--- config.mk ---
export PLATFORM = sky130hd
export DESIGN_NAME = scq_table
export DESIGN_NICKNAME = d
export VERILOG_FILES = /design/src/hdl/scq_table.sv
export SDC_FILE = /design/constraint.sdc
export NUM_CORES = 2
export LEC_CHECK = 0
export ABC_AREA = 1
export CAP_MARGIN = 20
export CELL_PAD_IN_SITES_DETAIL_PLACEMENT = 1
export CELL_PAD_IN_SITES_GLOBAL_PLACEMENT = 2
export CORE_MARGIN = 1
export CORE_UTILIZATION = 45
export CTS_CLUSTER_DIAMETER = 40
export DETAILED_ROUTE_END_ITERATION = 8
export DONT_BUFFER_PORTS = 1
export GPL_ROUTABILITY_DRIVEN = 0
export MAX_ROUTING_LAYER = met4
export PLACE_DENSITY = 0.78
export SLEW_MARGIN = 30
export SYNTH_ARGS = -nofsm -noshare
export SYNTH_HDL_FRONTEND = slang
export SYNTH_SLANG_ARGS = --single-unit
export TNS_END_PERCENT = 10
--- constraint.sdc ---
create_clock -name clk -period 10.7 [get_ports clk]
set_input_delay 1.07 -clock clk [delete_from_list [all_inputs] [get_ports clk]]
set_output_delay 1.07 -clock clk [all_outputs]
set_load 0.02 [all_outputs]
--- src/hdl/scq_table.sv ---
// Symmetry element table: one write port, one registered read port.
`timescale 1ns / 1ps

module scq_table #(
  parameter int DEPTH = 64,
  parameter int AW    = 6,
  parameter int DW    = 64
) (
  input  logic          clk,
  input  logic          wr_en,
  input  logic [AW-1:0] wr_addr,
  input  logic [DW-1:0] wr_data,
  input  logic          rd_en,
  input  logic [AW-1:0] rd_addr,
  output logic [DW-1:0] rd_data
);
  logic [DW-1:0] mem [DEPTH];
  logic [DW-1:0] rd_data_r;

  always_ff @(posedge clk) begin
    if (wr_en) begin
      mem[wr_addr] <= wr_data;
    end
  end

  always_ff @(posedge clk) begin
    if (rd_en) begin
      rd_data_r <= mem[rd_addr];
    end
  end

  assign rd_data = rd_data_r;

endmodule
==> reports/metrics.cfg <==
[outcome]
status = complete, no violations

[sta]
worstMarginPinSlew_ps = 1240
rsz0062_at_grt = false
hold_viol = 0
fin_setup_tns_ps = 0
slew_headroom_pct = 17.6
finalSetupViolations = 0
drv_slew = 0
fmax_mhz = 175
worst_clock_skew_ps = 40.0
period_share_pct = 53.5
min_period_ps = 5720

[die]
die_y_um = 609
die_x_um = 609
core_sq_mm = 0.366
rows = 222
design.die.area_sq_mm = 0.371
ioPinCount = 143
start_util_pct = 45.3

[clock_network]
clk_path_buf_depth = 4
postCtsResizedCells = 0
cts_root_buffer = clkbuf_16
htree_levels = 6
cts.clk_slew.worst_paths_ps = 50
cts_sinks = 4160
postCtsSetupBuffers = 0
cts_tree = done
cts_hold_buf = 0
cts_buffers = 565
insertion_delay_ps = 1050

[worst_setup_path]
crit_arrival_ps = 6510
crit_buf_inv = 9
slowest_stage = buf_12
crit_required_ps = 11490
cp-end-kind = flip-flop
path_cells = buf_16, buf_16, buf_16, buf_16, buf_16, inv_16, buf_12, buf_4, buf_4, nand2_1, nand3_1, nand3_1, nand3_1, nand3_1, nand2_1, nand2_1, nand2_1
critical_path_class = in2reg
crit_path_frequent_cell = buf_16
critPathLaunchType = primary input
cp_max_fo = 203
cp_top_family = buffers and inverters
max_stage_delay_ps = 570

[placed_design]
port_buffers = 0
post-place-cells = 17500
dpl.hpwl_um = 267000

[pwr]
switching_share_pct = 22.2
combPwrFrac_pct = 4.1
p_sw_mw = 8.67
seqPwrFrac_pct = 46.5
p_per_area_mw_per_mm2 = 206
ir_worst_vdd_v = 0.000183
p_leak_nw = 66.4
internal-power_mw = 30.4
clock_power_share_pct = 49.4

[logic_synthesis]
synth_cell_types = 15
ys.flop_type = edfxtp_1
netlist_area_sq_mm = 0.166
netlist_instances = 13400
postSynthAreaPerCell_sq_um = 12.4
yosysSeqAreaShare_pct = 75.3
synth_edf_count = 4160
synthArstFlopShare_pct = 0
ys_ff_latch = 4160
ys_warn_count = 0
synth_fp_nets = 13500

[global_routing]
antenna_found_initial = 19
overflow = 0
first_global_vias = 118000
grt_usage_pct = 32.3
grt_max_degree = 514
grt_pass1_wl_um = 839000

[route]
via_count = 114000
wl_per_cell_um = 31.8
wirelength_um = 591000
remaining_drc_errors = 0
ant_nets = 0
first_pass_iters = 6
drtIter0Drc = 14100
viasPerCell = 6.13

[cells_and_area]
final_layout_size_suffix_gt1_share_pct = 8.45
stdcell_count = 18600
syn_to_final_growth_pct = 14.7
fin_nets = 13400

[min_path]
min_path_type = in2reg

[job]
cap_violations = 0

## synth_stat cells (3+ instances only)
| master | n | share of area [%] |
|---|---|---|
| buf_4 | 134 | 0.61 |
| nand4_1 | 9 | 0.034 |
| nor4_1 | 8 | 0.030 |
| nand3_1 | 3847 | 12 |
| buf_1 | 72 | 0.16 |
| nor2_1 | 56 | 0.13 |
| nand2_1 | 4416 | 10 |
| inv_1 | 8 | 0.018 |
| buf_2 | 501 | 1.5 |
| buf_8 | 3 | 0.027 |
| edfxtp_1 | 4160 | 75 |
| buf_6 | 40 | 0.27 |
| clkbuf_1 | 147 | 0.33 |
## kinds of logic after synthesis
| kind of cell | Yosys count | share of synthesized area, % |
|---|---|---|
| AND/OR/NAND/NOR | 8336 | 21.8 |
| flip-flops | 4160 | 75.3 |
| buffers and inverters | 909 | 2.94 |
## flip-flops by register name, indices dropped and copies added (netlist names)
signal	flops
mem	4096
rd_data	64
## per-stage QoR
stage	setup WS, ps	area, sq um	utilization, %	hold slack (ps)	total power [mW]
after CTS	5380	190000	51.9	59.5	39.2
after global routing	4960	190000	51.9	102	40.0
after global placement	4300	170000	46.3	842	19.9
after detailed placement	4370	171000	46.6	842	20.1
final	4980	190000	51.9	134	39.1
after floorplan	2350	166000	-	797	19.6
## power by group through the flow
stage | logic (mW) | registers (mW) | clock network (mW)
final | 1.62 | 18.2 | 19.3
after global routing | 1.75 | 18.2 | 20.1
after CTS | 1.56 | 18.2 | 19.5
after detailed placement | 1.55 | 18.5 | 0
after global placement | 1.41 | 18.5 | 0
after floorplan | 1.11 | 18.5 | 0
## cell usage in the layout, fill, tap and decap left out, types with 7 or more instances in the layout
| master | Yosys | layout |
|---|---|---|
| edfxtp_1 | 4160 | 4160 |
| bufinv_16 | 0 | 81 |
| buf_4 | 134 | 96 |
| inv_6 | 0 | 50 |
| clkinv_8 | 0 | 17 |
| nand3_1 | 3847 | 3847 |
| buf_16 | 0 | 52 |
| clkbuf_1 | 147 | 67 |
| clkinvlp_4 | 0 | 57 |
| clkinv_2 | 0 | 61 |
| nor2_4 | 0 | 56 |
| buf_6 | 40 | 9 |
| clkbuf_16 | 0 | 578 |
| buf_12 | 0 | 48 |
| clkinv_1 | 0 | 82 |
| inv_16 | 0 | 7 |
| diode_2 | 0 | 10 |
| nand4_1 | 9 | 9 |
| clkinv_4 | 0 | 33 |
| nand2_1 | 4416 | 4416 |
## area by class of cell
cell class / count / area, sq um
Fill cell: 36300 / 176000
Sequential cell: 4160 / 125000
Multi-Input combinational cell: 8336 / 36600
Clock buffer: 645 / 14700
Tap cell: 4816 / 6030
Clock inverter: 388 / 4600
Timing Repair Buffer: 208 / 3260
Inverter: 12 / 105
Antenna cell: 10 / 25.0
## per-layer routing
metal / track usage [%] / vias up / part of all wire [%]
met2: 52.6 / 5453 / 48
met4: 10.6 / 0 / 3.6
met1: 41.9 / 59400 / 40
met5: - / - / 0
li1: - / 47900 / -
met3: 4.57 / 1135 / 8.4
## worst paths after layout
path          startpoint          end  slack, ps  cells after the start
max           rd_addr[0]  rd_data[21]       4980                     17
min reg2reg  mem[10][38]  rd_data[38]        850                      8
max reg2reg  mem[49][45]  rd_data[45]       8830                      8
min          wr_data[53]   mem[6][53]        130                      0
No activity file was read; power rests on OpenSTA's default activity.
