==> config.mk <==
export PLATFORM = sky130hd
export DESIGN_NAME = scq_dot_unit
export DESIGN_NICKNAME = d
export VERILOG_FILES = /design/src/hdl/scq_pkg.sv /design/src/hdl/scq_dot_unit.sv
export SDC_FILE = /design/constraint.sdc
export NUM_CORES = 2
export LEC_CHECK = 0
export BUFFER_PORTS_ARGS = -buffer_cell sky130_fd_sc_hd__clkbuf_2
export CORE_UTILIZATION = 38
export DETAILED_ROUTE_END_ITERATION = 6
export GPL_ROUTABILITY_DRIVEN = 1
export PLACE_DENSITY_LB_ADDON = 0.25
export SLEW_MARGIN = 20
export SYNTH_ARGS = -nofsm -noshare
export SYNTH_HDL_FRONTEND = slang
export SYNTH_SLANG_ARGS = --single-unit
==> constraint.sdc <==
create_clock -name clk -period 8.7 [get_ports clk]
set_clock_uncertainty 0.2 [all_clocks]
set_input_delay 0.87 -clock clk [delete_from_list [all_inputs] [get_ports clk]]
set_output_delay 0.87 -clock clk [all_outputs]
set_load 0.005 [all_outputs]
==> src/hdl/scq_pkg.sv <==
// Shared types and constants of the symmetry quaternion canonicalizer.
`timescale 1ns / 1ps

package scq_pkg;

  // Fixed field widths of the input word and the register file
  localparam int ENTRY_W   = 6;
  localparam int COUNT_W   = 7;
  localparam int CFG_IDX_W = 3;

  // Operation codes of an input word
  localparam logic OP_WRITE = 1'b0;
  localparam logic OP_QUERY = 1'b1;

  // Register indexes
  localparam logic [CFG_IDX_W-1:0] CFG_ANCHOR_W      = 3'd0;
  localparam logic [CFG_IDX_W-1:0] CFG_ANCHOR_X      = 3'd1;
  localparam logic [CFG_IDX_W-1:0] CFG_ANCHOR_Y      = 3'd2;
  localparam logic [CFG_IDX_W-1:0] CFG_ANCHOR_Z      = 3'd3;
  localparam logic [CFG_IDX_W-1:0] CFG_ELEMENT_COUNT = 3'd4;

  // Sequencer states
  typedef enum logic [2:0] {
    ST_IDLE,
    ST_QSCORE,
    ST_QWAIT,
    ST_PROD,
    ST_PWAIT,
    ST_SCORE,
    ST_SWAIT,
    ST_DONE
  } scq_state_t;

  // What a pass through the dot unit computes
  typedef enum logic {
    TAG_COMP,
    TAG_SCORE
  } tag_kind_t;

  // Tag that travels with an operation through the dot unit
  typedef struct packed {
    logic      valid;
    tag_kind_t kind;
    logic [1:0] comp;
  } dot_tag_t;

endpackage

==> src/hdl/scq_dot_unit.sv <==
// Shared four-lane multiply and sum unit, two register stages.
`timescale 1ns / 1ps

module scq_dot_unit #(
  parameter int OW = 17
) (
  input  logic                    clk,
  input  logic                    rst_n,
  input  scq_pkg::dot_tag_t       iss_tag,
  input  logic signed [OW-1:0]    a_op [4],
  input  logic signed [OW-1:0]    b_op [4],
  output scq_pkg::dot_tag_t       res_tag,
  output logic signed [2*OW+1:0]  res_sum
);
  import scq_pkg::*;

  localparam int PW    = 2 * OW;
  localparam int SUM_W = 2 * OW + 2;

  logic signed [PW-1:0]    prod_r [4];
  logic signed [SUM_W-1:0] sum_r;
  dot_tag_t                tag1_r;
  dot_tag_t                tag2_r;

  // Tag pipeline
  always_ff @(posedge clk) begin
    if (!rst_n) begin
      tag1_r <= '0;
      tag2_r <= '0;
    end else begin
      tag1_r <= iss_tag;
      tag2_r <= tag1_r;
    end
  end

  // Stage 1: lane products
  always_ff @(posedge clk) begin
    for (int k = 0; k < 4; k++) begin
      prod_r[k] <= a_op[k] * b_op[k];
    end
  end

  // Stage 2: exact sum of the four lanes
  always_ff @(posedge clk) begin
    sum_r <= SUM_W'(prod_r[0]) + SUM_W'(prod_r[1]) + SUM_W'(prod_r[2]) + SUM_W'(prod_r[3]);
  end

  assign res_tag = tag2_r;
  assign res_sum = sum_r;

endmodule

==> impl_metrics.tcl <==
set metrics [dict create \
    status "complete, no violations" \
    syn-instance-count 5218 \
    area_growth_pct 6.34 \
    synth_ff_type "dfxtp_1" \
    ant_nets 0 \
    gr-total-overflow 0 \
    drt-pass1-iter-count 7 \
    ios 182 \
    cts_max_path_buffers 2 \
    worst_pin_slew_ps 830 \
    rows 132 \
    tritoncts "yes" \
    wl_per_cell_um 17.7 \
    slew_viol_final 0 \
    cts-root-buf "clkbuf_16" \
    start_kind "input port" \
    cts_buffers 17 \
    fmax_mhz 136 \
    wl_um 125000 \
    yosys_warnings 0 \
    gp_congestion 0.863 \
    drtIter0Drc 1568 \
    fin_cells 7026 \
    core_um2 130000 \
    required_ps 8840 \
    dieArea_um2 133000 \
    postCtsSetupBuffers 0 \
    synth_nets 6988 \
    io_buffers 181 \
    seq_area_frac_synth 0.0722 \
    synth_most_common_cell "inv_1" \
    cap_violations 0 \
    rsz0062_at_grt "false" \
    vias_per_cell 4.82 \
    synth_top_area_cell "fa_1" \
    ys_top_cells_by_area "fa_1, inv_1, ha_1, and2_1, dfxtp_1" \
    layout.filler_cells 13000 \
    grt_use_total 0.200 \
    vias 33800 \
    crit_fanout 17 \
    ys_ff_latch 180 \
    grt_pass1_wl_um 207000 \
    synthArstFlopShare 0 \
    hp-class "flip-flop to flip-flop" \
    crit_type "input port to flip-flop" \
    fin_crit_ps 7330 \
    worst-endpoint-arrival_ps 7470 \
    post_synth_most_frequent_cells "inv_1, fa_1, and2_1, nand2_1, ha_1" \
    clock_latency_ps 460 \
    end_kind "flip-flop" \
    fin_tns_setup_ps 0 \
    ys_types 75 \
    post_synth.cell_area_avg_um2 9.57 \
    clock-sinks 180 \
    nets 7040 \
    grt_antenna_before_repair 19 \
    syn-cell-area_um2 49900 \
    die_y_um 365 \
    fp.dieW_um 365 \
    start_util 0.384 \
    setup_viol 0 \
    grt_max_degree 20 \
    drc 0 \
    hold_buffers 0 \
    drive_above_1_share 0.0451 \
    cts.clk_slew.worst_paths_ps 80 \
    relSlewSlack 0.442 \
    post_cts_resized 0 \
    period_share 0.842 \
    h-tree-depth 4 \
    final_hold_viol_count 0 \
    dp_cells 6993 \
    grt_pass1_vias 38100 \
    netlist.area_leader.share 0.502 \
    hpwl_um 107000 \
    synth_edf_count 0 \
]
==> cell type report <==
class	instances	area [µm²]	area share
diodes	2	5.00	0.0000942
clock buffers	17	425	0.00801
clock inverters	14	170	0.00320
inverters	1261	4730	0.0891
multi-input cells	3618	41000	0.772
flip-flops and latches	180	3600	0.0679
well taps	1742	2180	0.0410
repair buffers	192	988	0.0186
==> worst paths after layout <==
kind                                            from                    end  slack, ps  cells after the start
worst max register to register  prod_r[0][1]$_DFF_P_    res_sum[27]$_DFF_P_       4010                     14
worst max-delay path                        b_op[36]  prod_r[1][33]$_DFF_P_       1370                     21
worst min-delay path            tag1_r[0]$_SDFF_PN0_  res_tag[0]$_SDFF_PN0_        240                      1
worst min register to register  tag1_r[0]$_SDFF_PN0_  res_tag[0]$_SDFF_PN0_        240                      1
==> cell families (layout without fill, tap and decap cells) <==
family / Yosys count / count (layout) / share of synthesized area
AO/OA/AOI/OAI: 386 / 386 / 0.0511
XOR/XNOR: 163 / 163 / 0.0286
adder cells (fa/ha/maj): 1628 / 1628 / 0.596
buffers and inverters: 1420 / 1484 / 0.107
flip-flops: 180 / 180 / 0.0722
multiplexers: 2 / 2 / 0.000401
other: 0 / 2 / 0
AND/OR/NAND/NOR: 1439 / 1439 / 0.145
==> flip-flops by register name (all words and copies together) (netlist names) <==
signal and count:
res_tag 4, prod_r 136, tag1_r 4, res_sum 36
==> critical path, stage by stage <==
cell	delay [ps]
clkbuf_2	290
nand2_1	220
inv_1	100
fa_1	650
fa_1	880
fa_1	520
fa_1	500
fa_1	490
inv_1	50
fa_1	470
inv_1	40
ha_1	330
nand4_1	140
or4b_1	540
a2111o_1	450
a31oi_2	250
o21ai_2	90
a21oi_2	200
a211o_1	150
a21oi_1	70
xnor2_1	130
==> routing by layer <==
metal	track usage	part of all wire	vias to the layer above	wire, µm
li1	-	-	15400	-
met1	0.264	0.43	17700	54100
met2	0.348	0.50	604	62100
met3	0.0275	0.045	135	5610
met4	0.0430	0.021	14	2670
met5	0	0.00067	-	83
==> layout by cell type (no fill, tap or decap), types with 6 or more instances in the layout <==
cell / n
fa_1: 1253
a21oi_1: 118
a31oi_1: 9
nand2_1: 565
and3_1: 12
o21ai_1: 10
clkinv_8: 6
buf_4: 11
and2_1: 594
nor2_1: 126
o31a_1: 6
o21a_1: 25
nand2b_1: 31
nand3_1: 26
clkbuf_2: 181
nor3_1: 28
o21ai_0: 58
clkbuf_16: 17
ha_1: 375
nor2b_1: 20
nand4_1: 9
o31ai_1: 8
a211oi_1: 13
a21o_1: 46
o211ai_1: 7
xor2_1: 33
o21bai_1: 13
a21boi_0: 7
dfxtp_1: 180
a2111oi_0: 6
xnor2_1: 130
inv_1: 1260
or3_1: 9
==> metrics by stage <==
step	setup WS [ps]	hold slack, ps	util	area (µm²)
2_1_floorplan	1580	212	-	49900
3_3_place_gp	956	214	0.404	52500
3_5_place_dp	902	226	0.404	52500
4_1_cts	1390	243	0.409	53100
5_1_grt	996	259	0.409	53100
6_report	1370	241	0.409	53100
Power is left out: the tool's default activity adds up to more than one toggle a clock period on the data nets, which glitch-free logic cannot reach.
